===== config.mk =====
export PLATFORM = sky130hd
export DESIGN_NAME = svm_ctrl
export DESIGN_NICKNAME = d
export VERILOG_FILES = /design/src/rtl/svm_pkg.sv /design/src/rtl/svm_ctrl.sv
export SDC_FILE = /design/constraint.sdc
export NUM_CORES = 1
export LEC_CHECK = 0
export BUFFER_PORTS_ARGS = -buffer_cell sky130_fd_sc_hd__buf_2
export CAP_MARGIN = 40
export CORE_AREA = 2 2 39 41
export DETAILED_ROUTE_END_ITERATION = 10
export DIE_AREA = 0 0 41 43
export PLACE_DENSITY_LB_ADDON = 0.15
export REMOVE_ABC_BUFFERS = 1
export SETUP_SLACK_MARGIN = 0.5
export SYNTH_ARGS = -nofsm -noshare
export SYNTH_HDL_FRONTEND = slang
export SYNTH_SLANG_ARGS = --single-unit

===== constraint.sdc =====
create_clock -name clk_i -period 1.3 [get_ports clk_i]
set_input_delay 0.065 -clock clk_i [delete_from_list [all_inputs] [get_ports clk_i]]
set_output_delay 0.065 -clock clk_i [all_outputs]
set_load 0.02 [all_outputs]

===== src/rtl/svm_pkg.sv =====
`timescale 1ns / 1ps

package svm_pkg;

  // Voice count and per-voice clip depth. The clip depth must be a power of two
  // so that a clip memory address is the voice index placed above the word address.
  localparam int NumVoices  = 3;
  localparam int ClipDepth  = 16384;
  localparam int NumLenRegs = 3;

  localparam int ClipAw    = $clog2(ClipDepth);
  localparam int VoiceIdxW = (NumVoices > 1) ? $clog2(NumVoices) : 1;
  localparam int MemDepth  = NumVoices * ClipDepth;
  localparam int MemAw     = $clog2(MemDepth);

  localparam int SampleW = 16;
  localparam int LenW    = 15;
  localparam int CfgIdxW = 2;
  localparam int CfgW    = 15;

  localparam logic [LenW-1:0] ClipDepthLen = LenW'(ClipDepth);

  // Operation codes carried in the func field.
  localparam logic [1:0] FuncLoad = 2'd0;
  localparam logic [1:0] FuncCmd  = 2'd1;
  localparam logic [1:0] FuncMix  = 2'd2;

  typedef enum logic [1:0] {
    MODE_OFF  = 2'd0,
    MODE_ONCE = 2'd1,
    MODE_LOOP = 2'd2
  } mode_e;

  typedef enum logic [1:0] {
    ST_IDLE   = 2'd0,
    ST_VOICE  = 2'd1,
    ST_FINISH = 2'd2
  } state_e;

  typedef struct packed {
    logic [1:0]                func;
    logic [1:0]                voice;
    logic [13:0]               clip_address;
    logic signed [SampleW-1:0] clip_word;
    logic [1:0]                mode_req;
    logic signed [SampleW-1:0] left_in;
    logic signed [SampleW-1:0] right_in;
  } in_item_t;

  typedef struct packed {
    logic signed [SampleW-1:0] left_out;
    logic signed [SampleW-1:0] right_out;
  } out_item_t;

  // Commands from the controller to the datapath.
  typedef struct packed {
    logic                 accept;
    logic                 start_mix;
    logic                 voice_en;
    logic [VoiceIdxW-1:0] voice_idx;
    logic                 load_out;
  } svm_cmd_t;

  // Status from the datapath to the controller.
  typedef struct packed {
    logic out_free;
  } svm_status_t;

endpackage


===== src/rtl/svm_ctrl.sv =====
`timescale 1ns / 1ps

module svm_ctrl (
  input  logic                   clk_i,
  input  logic                   rst_ni,
  input  logic                   in_valid_i,
  input  logic [1:0]             in_func_i,
  output logic                   in_stall_o,
  input  svm_pkg::svm_status_t   status_i,
  output svm_pkg::svm_cmd_t      cmd_o
);

  svm_pkg::state_e                   state_q, state_d;
  logic [svm_pkg::VoiceIdxW-1:0]     vcnt_q, vcnt_d;
  logic                              accept;

  assign in_stall_o = (state_q != svm_pkg::ST_IDLE);
  assign accept     = in_valid_i && !in_stall_o;

  always_ff @(posedge clk_i or negedge rst_ni) begin
    if (!rst_ni) begin
      state_q <= svm_pkg::ST_IDLE;
      vcnt_q  <= '0;
    end else begin
      state_q <= state_d;
      vcnt_q  <= vcnt_d;
    end
  end

  always_comb begin
    state_d       = state_q;
    vcnt_d        = vcnt_q;
    cmd_o         = '0;
    cmd_o.accept  = accept;
    cmd_o.voice_idx = vcnt_q;
    case (state_q)
      svm_pkg::ST_IDLE: begin
        if (accept && in_func_i == svm_pkg::FuncMix) begin
          cmd_o.start_mix = 1'b1;
          vcnt_d          = '0;
          state_d         = svm_pkg::ST_VOICE;
        end
      end
      svm_pkg::ST_VOICE: begin
        cmd_o.voice_en = 1'b1;
        if (vcnt_q == svm_pkg::VoiceIdxW'(svm_pkg::NumVoices - 1)) begin
          state_d = svm_pkg::ST_FINISH;
        end else begin
          vcnt_d = vcnt_q + 1'b1;
        end
      end
      svm_pkg::ST_FINISH: begin
        if (status_i.out_free) begin
          cmd_o.load_out = 1'b1;
          state_d        = svm_pkg::ST_IDLE;
        end
      end
      default: begin
        state_d = svm_pkg::ST_IDLE;
      end
    endcase
  end

endmodule


Word level (Yosys, flattened, before mapping)
Cells that the tools add are included.
- input port bits: 6
- register bits: 4
- output and inout bits: 7
- word-level logic and storage cells: 31
- add/sub/neg operators: 1
- reduce and logical (&&, ||, !) cells: 8
- mux-type cells: 12
- equality and inequality tests: 8
- operators with widths (cell ; count):
    2-bit two-way mux ; 5
    2-bit != test, second input constant ; 4
    2-bit equality test, second input constant ; 3
    2-bit one-hot mux with 3 select lines ; 1
    3-bit AND reduction ; 2
    1-bit two-way mux ; 5
    2-bit one-hot mux with 2 select lines ; 1
    2-bit nonzero test ; 2
    2-bit by 1-bit adder with 2-bit output, second input constant ; 1
    2-bit by 1-bit equality test with 1-bit output, second input constant ; 1
    1-bit logical AND ; 2
    2-bit zero test ; 1
    1-bit zero test ; 1

Longest topological paths before layout
- word-level depth: 6
- depth in mapped cells: 5
- gate-level depth less buffers: 5

Worst setup path after synthesis
Ideal clock, no wire load.
- path type: register to register
- start point: register vcnt_q[0] (netlist name)
- end point: register vcnt_q[1] (netlist name)
- library setup time: 130 ps
- clock period less this slack: 1288 ps
- slack: 12 ps
- arrival: 1158 ps
- buffers on the path: 0
- stages on the path, launching flop included: 6
- cell sequence: dfrtp_1 -> inv_1 -> ha_1 -> nand2b_1 -> a21oi_2 -> o32ai_1
- cells in the longest elaborated chain, start to end: 3
- elaborated cells between the ends (all ways): 6
- classes of those cells: 1 x add/sub; 2 x eq/ne; 2 x mux; 1 x reduce/logical
- RTL lines (item ; RTL line ; RTL):
    start, declared ; svm_ctrl.sv:14 ; logic [svm_pkg::VoiceIdxW-1:0] vcnt_q, vcnt_d;
    start signal, assigned ; svm_ctrl.sv:26 ; vcnt_q <= vcnt_d;
    2-bit by 1-bit adder with 2-bit output or 2-bit equality test (tied branches) ; svm_ctrl.sv:49, svm_ctrl.sv:46 ;
    2-bit two-way mux or 2-bit != test (tied branches) ; n/a ;
    2-bit one-hot mux with 2 select lines or 3-bit AND reduction (tied branches) ; n/a ;
Several ways; a longest one is shown, not always the timed one. The select of a mux whose other input is x is not followed.
A chain may end at the register's enable or synchronous reset.

==> parameters.txt <==
Parameter                              Value

Synthesis
  Most used flip-flop cell after synthesis    sky130_fd_sc_hd__dfrtp_1
  Compound-Gate Fraction of Synth Area    about 14%
  Synth cell types    17
  Number of synthesized flops with an enable pin    0
  Instance count of the mapped netlist    25
  Share of synthesized flip-flops with an asynchronous set or reset    100%
  Main combinational cell family by area after synthesis    simple AND/OR/NAND/NOR gates
  Post-synthesis simple-gate area fraction    30.4%
  Synthesized area    between 200 and 300 um2
  Sequential-to-total area share from yosys stat    around two fifths
  Synth Area in Adders    roughly 4.9%
  Number of warnings issued by yosys    0
  Syn Area/Cell    between 10 and 15 um2
  Register bit count reported by yosys    4
  Mux share of post-synthesis cell area    0%
  Area share of xor/xnor cells in the synthesized design    0%

Power
  Leak pwr    roughly 0.25 nW
  Power Dens Cells    roughly 2500 nW/um2
  Proportion of power drawn by the clock network    around 11%
  Peak ir drop on the vdd network    ~0.9 mV
  Switching Share    37.6%
  Part of the total power dissipated in combinational logic    72.0%
  Design internal power    roughly 850 uW
  Net Sw Power    513 uW
  Sequential fraction of design power    between 10% and 20%
  Total power    ~1.4 mW

Min path
  HP Start    status_i
  Hold Crit Endpoint    state_q[1]$_DFFE_PN0P_
  Worst min-delay path category    in2reg
  Cell count of the worst hold path    2

Status
  Run status    finished with violations
  Failing checks    negative setup slack

STA
  Total setup violations reported at the end of the flow    2
  Post-route setup TNS    -0.0250 ns
  Relative max-transition margin    a little under 90%
  Count of endpoints failing hold in the final timing report    0
  Count of final max-slew check failures    0
  Unrepaired setup endpoints after global routing    yes
  Achievable Freq    757 MHz
  Worst Hold Margin    between 0.02 and 0.025 ns
  Final critical-path setup slack    -0.0214 ns
  Tcrit/Tclk final    102%
  Worst Skew    around 0.000084 ns
  Worst-margin pin slew    around 0.18 ns
  Post-route minimum period    ~1.3 ns

Clock tree
  Clock insertion delay at the later pin of the skew report    roughly 0.23 ns
  Clock H-tree levels    1
  Clk root buf    sky130_fd_sc_hd__clkbuf_4
  Clock buffers created by TritonCTS    3
  CTS tree    yes
  Clock input transition at the sequential cells of the worst setup and hold paths    0.04 ns
  Total number of clock tree sinks    4
  Deepest clock path buffer count    2

Setup path
  Kind of end point of the critical path    primary output
  Register-to-register path setup slack    approximately 0.090 ns
  Crit path max fanout    2
  R2R depth    5
  Start-to-end type of the worst setup path    reg2out
  Arrival time at the worst endpoint    1.26 ns
  Cell with the largest stage delay on the worst path    sky130_fd_sc_hd__dfrtp_1
  Launching point of the worst reg2reg path    state_q[0]$_DFFE_PN0P_
  Required arrival time at the worst endpoint    1.24 ns
  Cell chain of the critical path    or2_4 -> nor4b_4 -> buf_4
  Kind of start point of the critical path    flip-flop
  Slowest cell delay on critical path    0.39 ns
  Endpoint of the worst register-to-register path    vcnt_q[1]$_DFFE_PN0P_

Die
  Core footprint    between 1000 and 1500 um2
  Die Wd    approximately 41 um
  Count of boundary I/O pins    13
  Site Rows    14
  Initial Utilization    18.4%
  Die height    around 43 um
  DIE AREA    ~1800 um2

Global routing
  Number of global-route vias before repair    roughly 280
  GRT overflow    0
  Largest net degree at the start of global routing    6
  Antenna violations before repair    0
  Global-route wire length before repair    between 1000 and 1500 um
  Global Route Usage Sum    between 10% and 20%

Detailed routing
  Total met2 wirelength after detailed routing    ~400 um
  Routed WL    between 700 and 800 um
  Metal1 wirelength    about 260 um
  First-pass detailed-route iteration total    1
  Top Layer Used    met3
  DRC violations left    0
  Post-detailed-route count of antenna-violating nets    0
  WL/cell    about 11 um
  Count of routing violations after the opening detailed-route iteration    0
  Via density per instance    just over 4
  Via total after detailed routing    approximately 260
  WL met3    a little under 50 um

Layout
  Share of the core filled with cells in the final layout    about two fifths
  Number of diodes    0
  Count of filler cells inserted in the layout    roughly 140
  Share of final-layout standard cells stronger than drive strength 1    between 70% and 80%
  Commonest non-fill, non-tap cell in the layout    sky130_fd_sc_hd__buf_6
  Most frequent cells in the layout    sky130_fd_sc_hd__buf_6, sky130_fd_sc_hd__buf_2, sky130_fd_sc_hd__buf_4, sky130_fd_sc_hd__dfrtp_1
  # nets final    57
  Area added between synthesis and finish    112%

Placed design
  Final RePlAce weighted congestion    around 0.63
  IO buf count    12
  Detailed-placement wirelength estimate    approximately 460 um

Flow run
  Max-cap viol count    0
-- worst max-delay path: cells and delay by family, from the launching register on --
family	cells	cell delay, ns
flops	1	0.39
simple gates	2	0.46
buf+inv	1	0.18
-- sequential cells by signal, indices dropped and copies added (netlist names) --
name	count
vcnt_q	2
state_q	2
-- cell usage after synthesis, types with 2 or more instances --
master	count	area [um2]
sky130_fd_sc_hd__nor2_1	2	7.51
sky130_fd_sc_hd__dfrtp_1	4	100
sky130_fd_sc_hd__buf_4	2	15.0
sky130_fd_sc_hd__inv_1	4	15.0
-- worst max-delay path by stage --
| stage | cells after the start | slack, ns | start | endpoint |
|---|---|---|---|---|
| global placement | 5 | 0.1 | vcnt_q[0]$_DFFE_PN0P_ | vcnt_q[1]$_DFFE_PN0P_ |
| floorplan | 5 | 0.01 | vcnt_q[0]$_DFFE_PN0P_ | vcnt_q[1]$_DFFE_PN0P_ |
| global route | 3 | -0.10 | state_q[1]$_DFFE_PN0P_ | cmd_o[4] |
| finish | 3 | -0.02 | state_q[0]$_DFFE_PN0P_ | cmd_o[4] |
| CTS | 3 | -0.03 | state_q[1]$_DFFE_PN0P_ | cmd_o[4] |
| detailed placement | 5 | 0.06 | vcnt_q[0]$_DFFE_PN0P_ | vcnt_q[1]$_DFFE_PN0P_ |
-- timing repair --
action,CTS,global route
cloned,0,0
endpoints found under the setup margin,11,11
endpoints found under the hold margin,4,0
gates resized for setup,23,5
pin swaps,7,3
setup buffers,6,2
hold buffers,1,0
-- layout make-up --
type	count	area [um2]	area share, %
timing repair buffer	22	196	36.3
multi-input combinational	15	188	34.6
sequential	4	100	18.5
clock buffer	3	22.5	4.16
tap	16	20.0	3.70
inverter	4	15.0	2.77
-- routing by layer --
| metal | vias up | GRT usage [%] |
|---|---|---|
| met4 | 0 | 8.00 |
| met1 | 129 | 11.0 |
| met2 | 6 | 15.9 |
| li1 | 128 | - |
| met3 | 0 | 2.62 |
| met5 | - | 0 |
-- power groups by stage --
stage               Sequential, mW  Combinational, mW  Clock (mW)
floorplan                    0.261              0.283           0
global placement             0.224              0.458           0
detailed placement           0.223              0.465           0
CTS                          0.224              0.871       0.166
global route                 0.231               1.05       0.173
finish                       0.226              0.982       0.156
-- logic make-up (layout without fill, tap and decap cells) --
logic type,count (synthesis),count (layout)
buffers and inverters,6,29
adders and majority gates,1,1
AOI/OAI and AO/OA,5,5
and+or+nand+nor,9,9
DFF,4,4
-- metrics by stage --
step / setup WS, ns / cells / cell area, um2
after floorplan: 0.0118 / 23 / 240
after global placement: 0.0973 / 52 / 328
after detailed placement: 0.0590 / 52 / 328
after CTS: -0.0293 / 62 / 508
after global routing: -0.103 / 64 / 542
final: -0.0214 / 64 / 542
(Power assumes the default switching activity.)
